**config.mk**
```make
export PLATFORM = sky130hd
export DESIGN_NAME = kc3_queue
export DESIGN_NICKNAME = d
export VERILOG_FILES = /design/src/rtl/kc3_pkg.sv /design/src/rtl/kc3_queue.sv
export SDC_FILE = /design/constraint.sdc
export NUM_CORES = 1
export LEC_CHECK = 0
export BUFFER_PORTS_ARGS = -buffer_cell sky130_fd_sc_hd__buf_4
export CAP_MARGIN = 20
export CORE_MARGIN = 2
export CORE_UTILIZATION = 38
export CTS_BUF_LIST = sky130_fd_sc_hd__clkbuf_16
export DETAILED_ROUTE_END_ITERATION = 7
export SLEW_MARGIN = 20
export SYNTH_ARGS = -nofsm -noshare
export SYNTH_HDL_FRONTEND = slang
export SYNTH_SLANG_ARGS = --single-unit
```
**constraint.sdc**
```tcl
create_clock -name clk -period 4.2 [get_ports clk]
set_input_delay 0.84 -clock clk [delete_from_list [all_inputs] [get_ports clk]]
set_output_delay 0.84 -clock clk [all_outputs]
set_load 0.005 [all_outputs]
```
**src/rtl/kc3_pkg.sv**
```systemverilog
`timescale 1ns / 1ps

package kc3_pkg;

  // Field and register widths.
  localparam int PIX_W     = 8;
  localparam int WIDTH_W   = 11;
  localparam int HEIGHT_W  = 13;
  localparam int AREA_W    = WIDTH_W + HEIGHT_W;
  localparam int COEF_W    = 16;
  localparam int KSIZE     = 3;
  localparam int KROW_W    = KSIZE * COEF_W;
  localparam int CONV_W    = 28;
  localparam int PROD_W    = PIX_W + 1 + COEF_W;
  localparam int RSUM_W    = PROD_W + 2;
  localparam int CFG_IDX_W = 3;

  localparam int MAX_WIDTH_DEF = 1024;
  localparam int MAX_HEIGHT    = 4096;
  localparam int RESET_WIDTH   = 1024;
  localparam int RESET_HEIGHT  = 1024;

  // Job queue between the front and the back.
  localparam int QDEPTH = 4;
  localparam int QIDX_W = $clog2(QDEPTH);
  localparam int QCNT_W = $clog2(QDEPTH + 1);

  // Configuration register indexes.
  localparam logic [CFG_IDX_W-1:0] REG_IMAGE_WIDTH   = 3'd0;
  localparam logic [CFG_IDX_W-1:0] REG_IMAGE_HEIGHT  = 3'd1;
  localparam logic [CFG_IDX_W-1:0] REG_KERNEL_TOP    = 3'd2;
  localparam logic [CFG_IDX_W-1:0] REG_KERNEL_MIDDLE = 3'd3;
  localparam logic [CFG_IDX_W-1:0] REG_KERNEL_BOTTOM = 3'd4;

  // Input opcodes.
  localparam logic OP_PIXEL = 1'b0;
  localparam logic OP_FLUSH = 1'b1;

  // Effective frame geometry after clamping.
  typedef struct packed {
    logic [WIDTH_W-1:0]  width;
    logic [HEIGHT_W-1:0] height;
    logic [AREA_W-1:0]   area;
  } geom_t;

  // Window indexed [row][column], row 0 on top, column 0 on the left.
  typedef logic [KSIZE-1:0][KSIZE-1:0][PIX_W-1:0] window_t;

  // Kernel indexed by row, row 0 weights the row above the center.
  typedef logic [KSIZE-1:0][KROW_W-1:0] kernel_t;

  typedef struct packed {
    window_t pix;
    logic    top_off;
    logic    bot_off;
    logic    left_off;
    logic    right_off;
    logic    last;
  } job_t;

endpackage

```
**src/rtl/kc3_queue.sv**
```systemverilog
`timescale 1ns / 1ps

module kc3_queue (
  input  logic                       clk,
  input  logic                       rst,
  input  logic                       push,
  input  kc3_pkg::job_t              push_job,
  input  logic                       pop,
  output logic                       head_valid,
  output kc3_pkg::job_t              head_job,
  output logic [kc3_pkg::QCNT_W-1:0] count
);
  import kc3_pkg::*;

  job_t              entries [QDEPTH];
  logic [QIDX_W-1:0] wr_ptr, rd_ptr;

  assign head_valid = (count != '0);
  assign head_job   = entries[rd_ptr];

  always_ff @(posedge clk) begin
    if (rst) begin
      wr_ptr <= '0;
      rd_ptr <= '0;
      count  <= '0;
    end else begin
      if (push) begin
        wr_ptr <= wr_ptr + QIDX_W'(1);
      end
      if (pop) begin
        rd_ptr <= rd_ptr + QIDX_W'(1);
      end
      if (push && !pop) begin
        count <= count + QCNT_W'(1);
      end else if (pop && !push) begin
        count <= count - QCNT_W'(1);
      end
    end
  end

  always_ff @(posedge clk) begin
    if (push) begin
      entries[wr_ptr] <= push_job;
    end
  end

endmodule

```
Word level (Yosys, flattened, before mapping)
Memory sizes are Yosys's and may differ from the RTL's. A register that Yosys moved wholly into a read port is not among the register bits. Cells that the tools add are included.

Output and inout bits: 81. Memory bits (writable): 308. Memories kept: 1. Register bits: 7. Logic and storage cells: 20. Bits of input ports: 81.

Memory list: entries (depth 4, bits a word 77, rd ports 1, clocked after Yosys merged registers in 1, wr ports 1, line kc3_queue.sv:15) `job_t entries [QDEPTH];`.

Add/subtract/negate cells: 4. Reduce and logical (&&, ||, !) cells: 6. Mux-type cells: 6.

Operators with widths (count): 3-bit two-way mux (2); 2-bit by 1-bit adder with 2-bit output, second input constant (2); 2-bit two-way mux (2); 3-bit by 1-bit adder with 3-bit output, second input constant (1); 3-bit nonzero test (1); 3-bit by 1-bit subtractor with 3-bit output, second input constant (1); 1-bit logical AND (2); 1-bit logical NOT (2); 1-bit two-way mux (2); 2-bit nonzero test (1).

Longest topological paths before layout
Depth after elaboration: 4. Gate-level depth with buffers: 7.

Worst setup path before layout
Ideal clock, no wire load.

Path kind: input-to-reg. Start point: input port push. End point: memory entries[0][0] in the netlist's numbering, enable pin. Stages: 1. Path slack: 1.120 ns. Path buffers: 0. Arrival time: 2.636 ns. Cells stage by stage: and2_1.

Longest elaborated chain between the ends: 2.

Ends and longest elaborated chain: start, declared (line kc3_queue.sv:6) `input logic push,`; 1-bit two-way mux (line kc3_queue.sv:42) `if (push) begin`; 1-bit two-way mux (implied by the code) (line kc3_queue.sv:43) `entries[wr_ptr] <= push_job;`; end, declared (line kc3_queue.sv:15).

Every way passes these cells.

==> impl_metrics.tcl <==
set metrics [dict create \
    status "complete, no violations" \
    globalRoute.totalOverflow 0 \
    pin_count 162 \
    vias_per_cell 4.97 \
    power.switching_mw 1.49 \
    cts_tree "done" \
    report.final.slew_viol_count 0 \
    finalCriticalPeriod_ns 3.29 \
    rsz0062_at_grt "no" \
    yosysWarnings 0 \
    ir_drop_mv 0.342 \
    crit_required_ns 3.36 \
    grt_max_degree 54 \
    relSlewSlack_pct 45.7 \
    p_leak_nw 4.83 \
    crit_chain "buf_4, mux4_2, buf_4" \
    min_path_type "reg2reg" \
    crit_arrival_ns 2.45 \
    critical_path.max_fanout 27 \
    numPortBuffers 161 \
    worst_slew_pin_slew_ns 0.814 \
    dr.pass1.iters 6 \
    ys_ff_latch 317 \
    finalSetupViolations 0 \
    wirelength_mm 21.8 \
    top_usage_layer "met2" \
    power_frac_seq_pct 52.1 \
    numClockSinks 317 \
    n_antenna_cell 0 \
    p_int_mw 5.60 \
    grt_use_total_pct 13.7 \
    antenna_found_initial 0 \
    grt_pass1_wl_mm 32.7 \
    hold_viol 0 \
    ys_seq_area_share_pct 81.5 \
    cts_setup_buffers 0 \
    critPathTopFamily "flip-flops" \
    core_area_um2 29800 \
    drive_gt1_share_pct 45.1 \
    cts_buffers 35 \
    netlist_area_um2 11600 \
    syn-num-nets 533 \
    placementRows 63 \
    startpoint_type "flop" \
    postCtsHoldBufs 0 \
    cts_max_path_buffers 3 \
    drc_errors 0 \
    dieWidth_um 178 \
    htree_levels 2 \
    root_buffer "clkbuf_16" \
    grt_pass1_vias 5688 \
    use_met1_pct 17.5 \
    fin_nets 720 \
    finalCritPeriodShare_pct 78.3 \
    synthCells 446 \
    cp_common_cell "buf_4" \
    clkTransAtPathRegs_ns 0.06 \
    cellPowerDensity_nw_per_um2 497 \
    n_fill_cell 2464 \
    finClkSkew_ns 0.00928 \
    fin_util_pct 47.9 \
    ys_types 20 \
    gp_congestion 0.693 \
    setup_tns_ns 0 \
    avgSynthCellArea_um2 25.9 \
    slowest_delay_ns 0.75 \
    grt_use_met2_pct 22.9 \
    gr-usage-met3_pct 3.32 \
    comb_power_share_pct 9.6 \
    switching_share_pct 21.0 \
    critPathBufInv 2 \
    die_h_um 178 \
    area_growth_pct 23.4 \
    wire_per_inst_um 20.8 \
    hpwl_mm 12.8 \
    worstSkewPairLatency_ns 0.50 \
    ant_nets 0 \
    path_class "reg2out" \
    clkPwrFrac_pct 38.2 \
    max_freq_mhz 304 \
    initial_core_util_pct 38.8 \
    drtIter0Drc 316 \
    maxCapViolations 0 \
    cpMaxStageDelayCell "dfxtp_4" \
    vias 5201 \
    end_kind "output port" \
    fp.dieArea_um2 31900 \
    cts_resized 0 \
]
[per-layer routing]
layer	wire, µm	vias to the layer above
li1	-	2279
met5	0	-
met1	8960	2704
met4	565	0
met2	10600	170
met3	1590	48
[registers in the layout, summed over array words and instances (netlist names), named ones only]
signal	flops
count	3
wr_ptr	2
rd_ptr	2
entries	308
[worst paths after layout]
kind,start,slack [ns],cells after the start,endpoint
setup / recovery,flop,0.91,3,head_job[57]
hold / removal,rd_ptr[1],0.53,2,rd_ptr[1]
setup reg to reg,wr_ptr[0],2.16,4,entries[0][49]
hold reg to reg,rd_ptr[1],0.53,2,rd_ptr[1]
[final cells by class]
class                      count  area, µm²  area share, %
sequential                   317       9440           66.1
multi-input combinational    106       1970           13.8
clock inverter                23        104          0.728
tap                          390        488           3.42
timing repair buffer         169       1330           9.33
clock buffer                  37        926           6.49
inverter                       4       15.0          0.105
[cell families (layout without fill, tap and decap cells)]
kind of cell	Yosys count	after routing	synth area share, %
AOI/OAI and AO/OA	2	2	0.0865
adders and majority gates	6	6	0.714
muxes	79	79	15.2
and+or+nand+nor	14	14	0.584
xor gates and xnor gates	5	5	0.379
buffers and inverters	23	233	1.56
DFF	317	317	81.5
[cells in the mapped netlist, drive strengths merged]
| master | n | area share [%] |
|---|---|---|
| a21oi | 1 | 0.043 |
| ha | 5 | 0.54 |
| and2 | 4 | 0.22 |
| mux2i | 2 | 0.17 |
| o21ai | 1 | 0.043 |
| buf | 14 | 1.3 |
| mux4 | 77 | 15 |
| nand2 | 1 | 0.032 |
| nor2 | 7 | 0.23 |
| edfxtp | 308 | 80 |
| xnor2 | 2 | 0.15 |
| inv | 4 | 0.13 |
| clkbuf | 5 | 0.16 |
| fa | 1 | 0.17 |
| dfxtp | 9 | 1.6 |
| xor2 | 3 | 0.23 |
| or3 | 2 | 0.11 |
[layout by cell type, fill, tap and decap left out, drive strengths merged]
master      n
o21ai       1
clkinvlp    2
clkinv     11
or3         2
mux4       77
fa          1
dfxtp       9
buf       169
nand2       1
and2        4
xnor2       2
xor2        3
inv        14
a21oi       1
edfxtp    308
ha          5
clkbuf     37
nor2        7
mux2i       2
[worst min-delay path, stage by stage, from the launching register on]
cell,delay [ns]
dfxtp_1,0.32
xor2_1,0.06
nor2_1,0.11
[through the flow]
stage / power, mW / area (µm²) / hold WS [ns] / setup slack (ns) / std cells
floorplan: 4.10 / 11600 / 0.483 / 1.12 / 446
global placement: 4.44 / 13200 / 0.491 / 1.38 / 986
detailed placement: 4.47 / 13200 / 0.524 / 1.36 / 986
CTS: 7.19 / 14300 / 0.513 / 0.828 / 1046
global route: 7.38 / 14300 / 0.512 / 0.695 / 1046
finish: 7.09 / 14300 / 0.533 / 0.913 / 1046
[power by group through the flow]
stage          registers (mW)  logic (mW)  clock network [mW]
2_1_floorplan            3.73       0.365                   0
3_5_place_dp             3.77       0.701                   0
3_3_place_gp             3.76       0.686                   0
6_report                 3.70       0.683                2.71
5_1_grt                  3.72       0.743                2.92
4_1_cts                  3.70       0.704                2.79
No activity file was read; power rests on OpenSTA's default activity.
