## config.mk

```make
export PLATFORM = sky130hd
export DESIGN_NAME = kc3_back_flat
export DESIGN_NICKNAME = d
export VERILOG_FILES = /design/src/rtl/kc3_pkg.sv /design/src/rtl/kc3_res_if.sv /design/src/rtl/kc3_back.sv /design/src/flat_wrapper.sv
export SDC_FILE = /design/constraint.sdc
export NUM_CORES = 2
export LEC_CHECK = 0
export BUFFER_PORTS_ARGS = -buffer_cell sky130_fd_sc_hd__buf_2
export CAP_MARGIN = 20
export CORE_ASPECT_RATIO = 0.5
export CORE_MARGIN = 3
export CORE_UTILIZATION = 55
export CTS_BUF_LIST = sky130_fd_sc_hd__clkbuf_4
export DETAILED_ROUTE_END_ITERATION = 8
export PLACE_DENSITY = 0.75
export REMOVE_ABC_BUFFERS = 1
export SYNTH_ARGS = -nofsm -noshare
export SYNTH_HDL_FRONTEND = slang
export SYNTH_SLANG_ARGS = --single-unit
export TNS_END_PERCENT = 20
```

## constraint.sdc

```tcl
create_clock -name clk -period 7.9 [get_ports clk]
set_clock_uncertainty 0.15 [all_clocks]
set_input_delay 0.395 -clock clk [delete_from_list [all_inputs] [get_ports clk]]
set_output_delay 0.395 -clock clk [all_outputs]
set_load 0.05 [all_outputs]
```

## src/rtl/kc3_pkg.sv

```systemverilog
`timescale 1ns / 1ps

package kc3_pkg;

  // Field and register widths.
  localparam int PIX_W     = 8;
  localparam int WIDTH_W   = 11;
  localparam int HEIGHT_W  = 13;
  localparam int AREA_W    = WIDTH_W + HEIGHT_W;
  localparam int COEF_W    = 16;
  localparam int KSIZE     = 3;
  localparam int KROW_W    = KSIZE * COEF_W;
  localparam int CONV_W    = 28;
  localparam int PROD_W    = PIX_W + 1 + COEF_W;
  localparam int RSUM_W    = PROD_W + 2;
  localparam int CFG_IDX_W = 3;

  localparam int MAX_WIDTH_DEF = 1024;
  localparam int MAX_HEIGHT    = 4096;
  localparam int RESET_WIDTH   = 1024;
  localparam int RESET_HEIGHT  = 1024;

  // Job queue between the front and the back.
  localparam int QDEPTH = 4;
  localparam int QIDX_W = $clog2(QDEPTH);
  localparam int QCNT_W = $clog2(QDEPTH + 1);

  // Configuration register indexes.
  localparam logic [CFG_IDX_W-1:0] REG_IMAGE_WIDTH   = 3'd0;
  localparam logic [CFG_IDX_W-1:0] REG_IMAGE_HEIGHT  = 3'd1;
  localparam logic [CFG_IDX_W-1:0] REG_KERNEL_TOP    = 3'd2;
  localparam logic [CFG_IDX_W-1:0] REG_KERNEL_MIDDLE = 3'd3;
  localparam logic [CFG_IDX_W-1:0] REG_KERNEL_BOTTOM = 3'd4;

  // Input opcodes.
  localparam logic OP_PIXEL = 1'b0;
  localparam logic OP_FLUSH = 1'b1;

  // Effective frame geometry after clamping.
  typedef struct packed {
    logic [WIDTH_W-1:0]  width;
    logic [HEIGHT_W-1:0] height;
    logic [AREA_W-1:0]   area;
  } geom_t;

  // Window indexed [row][column], row 0 on top, column 0 on the left.
  typedef logic [KSIZE-1:0][KSIZE-1:0][PIX_W-1:0] window_t;

  // Kernel indexed by row, row 0 weights the row above the center.
  typedef logic [KSIZE-1:0][KROW_W-1:0] kernel_t;

  typedef struct packed {
    window_t pix;
    logic    top_off;
    logic    bot_off;
    logic    left_off;
    logic    right_off;
    logic    last;
  } job_t;

endpackage

```

## src/rtl/kc3_res_if.sv

```systemverilog
`timescale 1ns / 1ps

interface kc3_res_if;
  import kc3_pkg::*;

  logic                     valid;
  logic                     ready;
  logic signed [CONV_W-1:0] conv_value;
  logic                     frame_last;

  modport source (output valid, output conv_value, output frame_last, input ready);
  modport sink (input valid, input conv_value, input frame_last, output ready);
endinterface

```

## src/rtl/kc3_back.sv

```systemverilog
`timescale 1ns / 1ps

module kc3_back (
  input  logic             clk,
  input  logic             rst,
  input  logic             job_valid,
  input  kc3_pkg::job_t    job,
  output logic             pop,
  input  kc3_pkg::kernel_t kernel,
  kc3_res_if.source        results
);
  import kc3_pkg::*;

  logic                     adv;
  logic                     v1, v2, v3;
  logic                     last1, last2, last3;
  logic signed [PROD_W-1:0] prod [KSIZE][KSIZE];
  logic signed [PROD_W-1:0] prod_next [KSIZE][KSIZE];
  logic signed [RSUM_W-1:0] rsum [KSIZE];
  logic signed [RSUM_W-1:0] rsum_next [KSIZE];
  logic signed [CONV_W-1:0] total, conv;

  assign adv = !v3 || results.ready;
  assign pop = adv && job_valid;

  // One multiplier per window tap; taps outside the image count as zero.
  always_comb begin
    logic signed [PROD_W-1:0] pe;
    logic signed [PROD_W-1:0] ce;
    logic                     off;
    for (int r = 0; r < KSIZE; r++) begin
      for (int c = 0; c < KSIZE; c++) begin
        off = ((r == 0) && job.top_off) || ((r == KSIZE - 1) && job.bot_off) ||
              ((c == 0) && job.left_off) || ((c == KSIZE - 1) && job.right_off);
        pe  = off ? '0 : PROD_W'(signed'({1'b0, job.pix[r][c]}));
        ce  = PROD_W'(signed'(kernel[r][COEF_W*c +: COEF_W]));
        prod_next[r][c] = pe * ce;
      end
    end
  end

  always_comb begin
    for (int r = 0; r < KSIZE; r++) begin
      rsum_next[r] = RSUM_W'(prod[r][0]) + RSUM_W'(prod[r][1]) + RSUM_W'(prod[r][2]);
    end
    total = CONV_W'(rsum[0]) + CONV_W'(rsum[1]) + CONV_W'(rsum[2]);
  end

  always_ff @(posedge clk) begin
    if (rst) begin
      v1 <= 1'b0;
      v2 <= 1'b0;
      v3 <= 1'b0;
    end else if (adv) begin
      v1 <= job_valid;
      v2 <= v1;
      v3 <= v2;
    end
  end

  always_ff @(posedge clk) begin
    if (adv) begin
      prod  <= prod_next;
      last1 <= job.last;
      rsum  <= rsum_next;
      last2 <= last1;
      conv  <= total;
      last3 <= last2;
    end
  end

  assign results.valid      = v3;
  assign results.conv_value = conv;
  assign results.frame_last = last3;

endmodule
```

## src/flat_wrapper.sv

```systemverilog
// flat-port wrapper written by rule: the top's interface ports become plain ports
module kc3_back_flat import kc3_pkg::*;
  (clk, rst, job_valid, job, pop, kernel, results_valid, results_conv_value, results_frame_last, results_ready);
  kc3_res_if results_i ();
  input  logic clk;
  input  logic rst;
  input  logic job_valid;
  input  kc3_pkg::job_t job;
  output logic pop;
  input  kc3_pkg::kernel_t kernel;
  output wire logic [$bits(results_i.valid)-1:0] results_valid;
  output wire logic [$bits(results_i.conv_value)-1:0] results_conv_value;
  output wire logic [$bits(results_i.frame_last)-1:0] results_frame_last;
  input wire logic [$bits(results_i.ready)-1:0] results_ready;
  assign results_valid = results_i.valid;
  assign results_conv_value = results_i.conv_value;
  assign results_frame_last = results_i.frame_last;
  assign results_i.ready = results_ready;
  kc3_back u_core (.clk(clk), .rst(rst), .job_valid(job_valid), .job(job), .pop(pop), .kernel(kernel), .results(results_i));
endmodule
```

# Yosys cells after proc, flatten, opt, wreduce, memory -nomap -nowiden
# Index checks and enable logic that the tools add are counted.
dict set report op_classes {
  add_sub_neg 8
  multipliers 9
  mux 8
  n_reduce_logical 7
}
# op n
set op_table {}
lappend op_table {{9-bit by 16-bit multiplier with 25-bit output} 9}
lappend op_table {{26-bit by 25-bit adder with 27-bit output} 3}
lappend op_table {{25-bit by 25-bit adder with 26-bit output} 3}
lappend op_table {{8-bit two-way mux} 8}
lappend op_table {{27-bit by 27-bit adder with 28-bit output} 1}
lappend op_table {{28-bit by 27-bit adder with 28-bit output} 1}
lappend op_table {{1-bit logical OR} 5}
lappend op_table {{1-bit logical AND} 1}
lappend op_table {{1-bit logical NOT} 1}
dict set report totals {
  out_inout_bits 31
  ff_bits 340
  inputBits 225
  wordCells 51
}

# Logic depth before layout (Yosys ltp)
dict set report depth {
  word_depth 3
  ltp_mapped 22
  depth_no_buf 21
}

# Least setup slack after synthesis
# Ideal clock, no wire load.
dict set report synth_path {
  kind {reg-to-output}
  from {register u_core.v3, in the netlist u_core.results.valid}
  to {output port pop}
  path_stages_with_launch 4
  arrival_time_ns 8.236
  slack_ns -0.881
  t_required_ns 7.355
  path_cell_list {dfxtp_1 nor2b_1 inv_1 and2_1}
}
dict set report synth_via {
  elab_chain_cells 3
}
# item line_no
set synth_lines {}
lappend synth_lines {{start, declared} kc3_back.sv:15} ;# logic v1, v2, v3;
lappend synth_lines {{start signal, assigned} kc3_back.sv:57} ;# v3 <= v2;
lappend synth_lines {{1-bit logical NOT} kc3_back.sv:23} ;# assign adv = !v3 || results.ready;
lappend synth_lines {{1-bit logical OR} kc3_back.sv:23}
lappend synth_lines {{1-bit logical AND} kc3_back.sv:24} ;# assign pop = adv && job_valid;
lappend synth_lines {{end, declared} flat_wrapper.sv:9} ;# output logic pop;
# No other way between the ends.

==> metrics.txt <==
# TYPE chip_impl_metric gauge
chip_impl_info{name="outcome",value="complete, no violations"} 1
chip_impl_metric{name="floorplan.die.width",unit="um"} 471
chip_impl_metric{name="die_y",unit="um"} 238
chip_impl_info{name="synth.cells.most_frequent",value="inv_1 (1,455), fa_1 (1,024), nand2_1 (596)"} 1
chip_impl_metric{name="grt_antenna_before_repair",unit=""} 5
chip_impl_metric{name="vias",unit=""} 43878
chip_impl_metric{name="post-cts-setup-buffer-count",unit=""} 0
chip_impl_metric{name="yosysSeqAreaShare",unit="%"} 17.1
chip_impl_metric{name="final_cell_count_no_fill",unit=""} 7961
chip_impl_metric{name="finalHoldViolations",unit=""} 0
chip_impl_metric{name="post-synth-top-area-fraction",unit="%"} 34.5
chip_impl_metric{name="timing.max_cap.violations",unit=""} 0
chip_impl_metric{name="postLayoutSetupSlackWorst",unit="ns"} 1.92
chip_impl_info{name="critical_path.reg2reg.startpoint",value="u_core.rsum[1]"} 1
chip_impl_metric{name="hold-path-cell-count",unit=""} 4
chip_impl_metric{name="remaining_drc_errors",unit=""} 0
chip_impl_info{name="min_to",value="u_core.prod[125]"} 1
chip_impl_metric{name="crit_path_max_incr_delay",unit="ns"} 0.76
chip_impl_metric{name="synth_edf_count",unit=""} 337
chip_impl_metric{name="area_growth_syn_to_layout",unit="%"} 7.40
chip_impl_metric{name="ir_worst_vdd",unit="mV"} 0.364
chip_impl_metric{name="period_minus_slack",unit="ns"} 5.98
chip_impl_metric{name="port_buffers",unit=""} 255
chip_impl_metric{name="yosysUniqueCellTypes",unit=""} 78
chip_impl_metric{name="grt_overflow_total",unit=""} 0
chip_impl_metric{name="place.gp.congestion",unit=""} 0.934
chip_impl_info{name="rsz0062_at_grt",value="no"} 1
chip_impl_metric{name="grt_first_pass_wirelength",unit="um"} 236000
chip_impl_info{name="synth_top_flop_cell",value="edfxtp_1"} 1
chip_impl_metric{name="vias_per_cell",unit=""} 5.51
chip_impl_metric{name="worstSkewPairLatency",unit="ns"} 0.91
chip_impl_metric{name="post-dp-hpwl",unit="um"} 116000
chip_impl_metric{name="setup.reg_to_reg.worst_slack",unit="ns"} 4.13
chip_impl_metric{name="ios",unit=""} 256
chip_impl_metric{name="yosysWarningCount",unit=""} 0
chip_impl_metric{name="floorplan.core_area",unit="sq mm"} 0.106
chip_impl_info{name="path_delay_family",value="adder cells"} 1
chip_impl_metric{name="htree_levels",unit=""} 3
chip_impl_info{name="timing_worst_setup_path_type",value="in2reg"} 1
chip_impl_metric{name="postSynth.asyncResetShare",unit="%"} 0
chip_impl_metric{name="timing.final.max_slew_violations",unit=""} 0
chip_impl_metric{name="clock.fmax",unit="GHz"} 0.167
chip_impl_metric{name="synth_area_per_cell",unit="sq um"} 9.58
chip_impl_metric{name="internal_power",unit="mW"} 10.5
chip_impl_metric{name="timing.hold.ws",unit="ns"} 0.141
chip_impl_metric{name="place.detailed.instances",unit=""} 7760
chip_impl_metric{name="utilization",unit="%"} 60.1
chip_impl_metric{name="final_setup_violation_count",unit=""} 0
chip_impl_metric{name="detail_route.first_pass.iterations",unit=""} 6
chip_impl_metric{name="pwr-share-seq",unit="%"} 21.0
chip_impl_metric{name="p_sw",unit="mW"} 10.2
chip_impl_metric{name="worst-path-max-fanout",unit=""} 14
chip_impl_metric{name="timing.max_slew.rel_slack",unit="%"} 20.8
chip_impl_metric{name="total_power",unit="mW"} 20.7
chip_impl_metric{name="clock_network_power_share",unit="%"} 7.7
chip_impl_metric{name="post_cts.resized_instances",unit=""} 0
chip_impl_metric{name="dpl-instance-area",unit="sq mm"} 0.0621
chip_impl_info{name="synth.largest_area_cell",value="fa_1"} 1
chip_impl_metric{name="detail_route.wl_per_cell",unit="um"} 17.7
chip_impl_metric{name="grt_max_degree",unit=""} 114
chip_impl_info{name="timing.critical_path.slowest_stage_cell",value="and2_0"} 1
chip_impl_metric{name="final_total_negative_setup_slack",unit="ns"} 0
chip_impl_metric{name="via_count_of_the_first_global_routing_pass",unit=""} 46244
chip_impl_metric{name="leakage",unit="nW"} 33.9
chip_impl_metric{name="grtUsageTotal",unit="%"} 26.1
chip_impl_metric{name="clock_sinks",unit=""} 340
chip_impl_info{name="cell_at_the_root_of_the_clock_tree",value="clkbuf_4"} 1
chip_impl_metric{name="crit_path_buf_inv_count",unit=""} 5
chip_impl_metric{name="final.period_utilization",unit="%"} 75.7
chip_impl_metric{name="first_iter_violations",unit=""} 3238
chip_impl_metric{name="synth_seq_cells",unit=""} 340
chip_impl_metric{name="max-clock-path-buffers",unit=""} 3
chip_impl_info{name="hold_path_class",value="in2reg"} 1
chip_impl_metric{name="placement.setup.worst_slack",unit="ns"} 0.906
chip_impl_metric{name="synth_area",unit="sq mm"} 0.0594
chip_impl_info{name="most_used_cell_along_the_critical_path",value="fa_1"} 1
chip_impl_info{name="clock_tree_from_tritoncts",value="built"} 1
chip_impl_info{name="timing.critical_path.to_type",value="flop"} 1
chip_impl_metric{name="worstPathRequired",unit="ns"} 8.32
chip_impl_metric{name="p_per_area",unit="mW/mm^2"} 325
chip_impl_info{name="timing.rr.end",value="u_core.results.conv_value[21]"} 1
chip_impl_metric{name="route.antenna.remaining_nets",unit=""} 0
chip_impl_metric{name="clk_pin_slew",unit="ns"} 0.08
chip_impl_metric{name="timing_worst_slew_pin_value",unit="ns"} 1.19
chip_impl_info{name="cp-start-kind",value="input port"} 1
chip_impl_metric{name="worstPathArrival",unit="ns"} 6.40
chip_impl_metric{name="final_routed_wirelength",unit="um"} 141000
chip_impl_metric{name="placement_rows",unit=""} 84
chip_impl_metric{name="nNetsFinal",unit=""} 8278
chip_impl_metric{name="design.die.area",unit="sq mm"} 0.112
chip_impl_metric{name="drive_above_1_share",unit="%"} 7.04
chip_impl_metric{name="worst-r2r-cell-count",unit=""} 12
chip_impl_metric{name="design_area",unit="sq mm"} 0.0638
chip_impl_metric{name="switching_share",unit="%"} 49.2
chip_impl_info{name="synth.most_common_cell",value="inv_1"} 1
chip_impl_metric{name="part_of_the_total_power_dissipated_in_combinational_logic",unit="%"} 71.3
chip_impl_info{name="hold_path_startpoint",value="job[29]"} 1
chip_impl_metric{name="synth_cells",unit=""} 6199
chip_impl_info{name="crit_path_cell_trace",value="dlygate4sd3_1 -> buf_2 -> and2_0 -> nand2_1 -> fa_1 -> inv_1 -> fa_1 -> inv_1 -> fa_1 -> fa_1 -> inv_1 -> ha_1 -> nand3_1 -> o221ai_1 -> a21oi_1 -> a21boi_0 -> a221o_1 -> a21oi_1 -> xnor2_1"} 1
chip_impl_metric{name="floorplan.initialDensity",unit="%"} 56.0
chip_impl_metric{name="cts_made_buffers",unit=""} 83
chip_impl_info{name="biggest_area_contributors_in_the_synthesized_netlist",value="fa_1 (35%), edfxtp_1 (17%), ha_1 (12%)"} 1
-- worst max-delay path by stage --
stage	start	endpoint	slack (ns)	cells past startpoint
global route	job[70]	u_core.prod[24]	1.64	19
CTS	job[2]	u_core.prod[74]	1.85	20
detailed placement	job[2]	u_core.prod[74]	0.91	20
floorplan	u_core.results.valid	pop	-0.88	3
global placement	job[2]	u_core.prod[72]	1.11	20
finish	job[70]	u_core.prod[24]	1.92	19
-- sequential cells by signal (all words and copies together) (netlist names) --
register and cells:
u_core.last1 1, u_core.last2 1, u_core.prod 225, u_core.results.conv_value 28, u_core.results.frame_last 1, u_core.results.valid 1, u_core.rsum 81, u_core.v1 1
u_core.v2 1
-- cell type report --
cell class	count	area [sq um]
antenna	5	12.5
multi-input combinational	4262	43200
tap	1419	1780
timing repair buffer	336	2010
fill	8900	42300
sequential	340	10200
clock inverter	30	244
inverter	1455	5470
clock buffer	114	856
-- cell usage in the layout (no fill, tap or decap), drive strengths merged, types with 120 or more instances in the layout --
master,Yosys,final
ha,551,551
xnor2,218,218
o21ai,128,128
and2,389,389
a21oi,229,229
inv,1455,1457
nand2,596,596
edfxtp,337,337
and3,304,304
fa,1024,1024
a21o,120,120
buf,4,292
nor2,137,137
-- tightest hold or removal path: stages --
cell and delay (ns):
buf_2 0.08, nor2b_1 0.13, buf_4 0.25, and2_1 0.18
-- cell families (layout without fill, tap and decap cells) --
kind of cell | count (synthesis) | count (layout) | synth area share [%]
simple gates | 1683 | 1683 | 14.6
buf+inv | 1597 | 1935 | 10.1
fa+ha+maj | 1575 | 1575 | 46.1
compound gates | 721 | 721 | 7.88
flops | 340 | 340 | 17.1
xor+xnor | 281 | 281 | 4.15
mux | 2 | 2 | 0.0337
other cells | 0 | 5 | 0
-- power groups by stage --
| stage | Sequential (mW) | Clock, mW | Combinational (mW) |
|---|---|---|---|
| after floorplan | 4.26 | 0 | 10.7 |
| after global placement | 4.39 | 0 | 14.1 |
| after detailed placement | 4.38 | 0 | 14.4 |
| after CTS | 4.37 | 1.64 | 14.6 |
| after global routing | 4.43 | 1.72 | 16.5 |
| final | 4.36 | 1.59 | 14.8 |
-- repair_timing --
action / in CTS / in global routing
hold buffers: 44 / 0
endpoints found under the hold margin: 33 / 0
setup endpoints to repair: 0 / 0
-- routing by layer --
metal	part of all wire, %	GRT usage, %	wire length, um	up-vias
li1	-	-	-	20030
met1	43	36.3	60000	22125
met2	48	43.1	67100	1486
met3	7.3	3.80	10300	235
met4	2.7	7.12	3760	2
met5	0.013	0	19	-
Note: power is estimated with default switching activity, not from simulation.
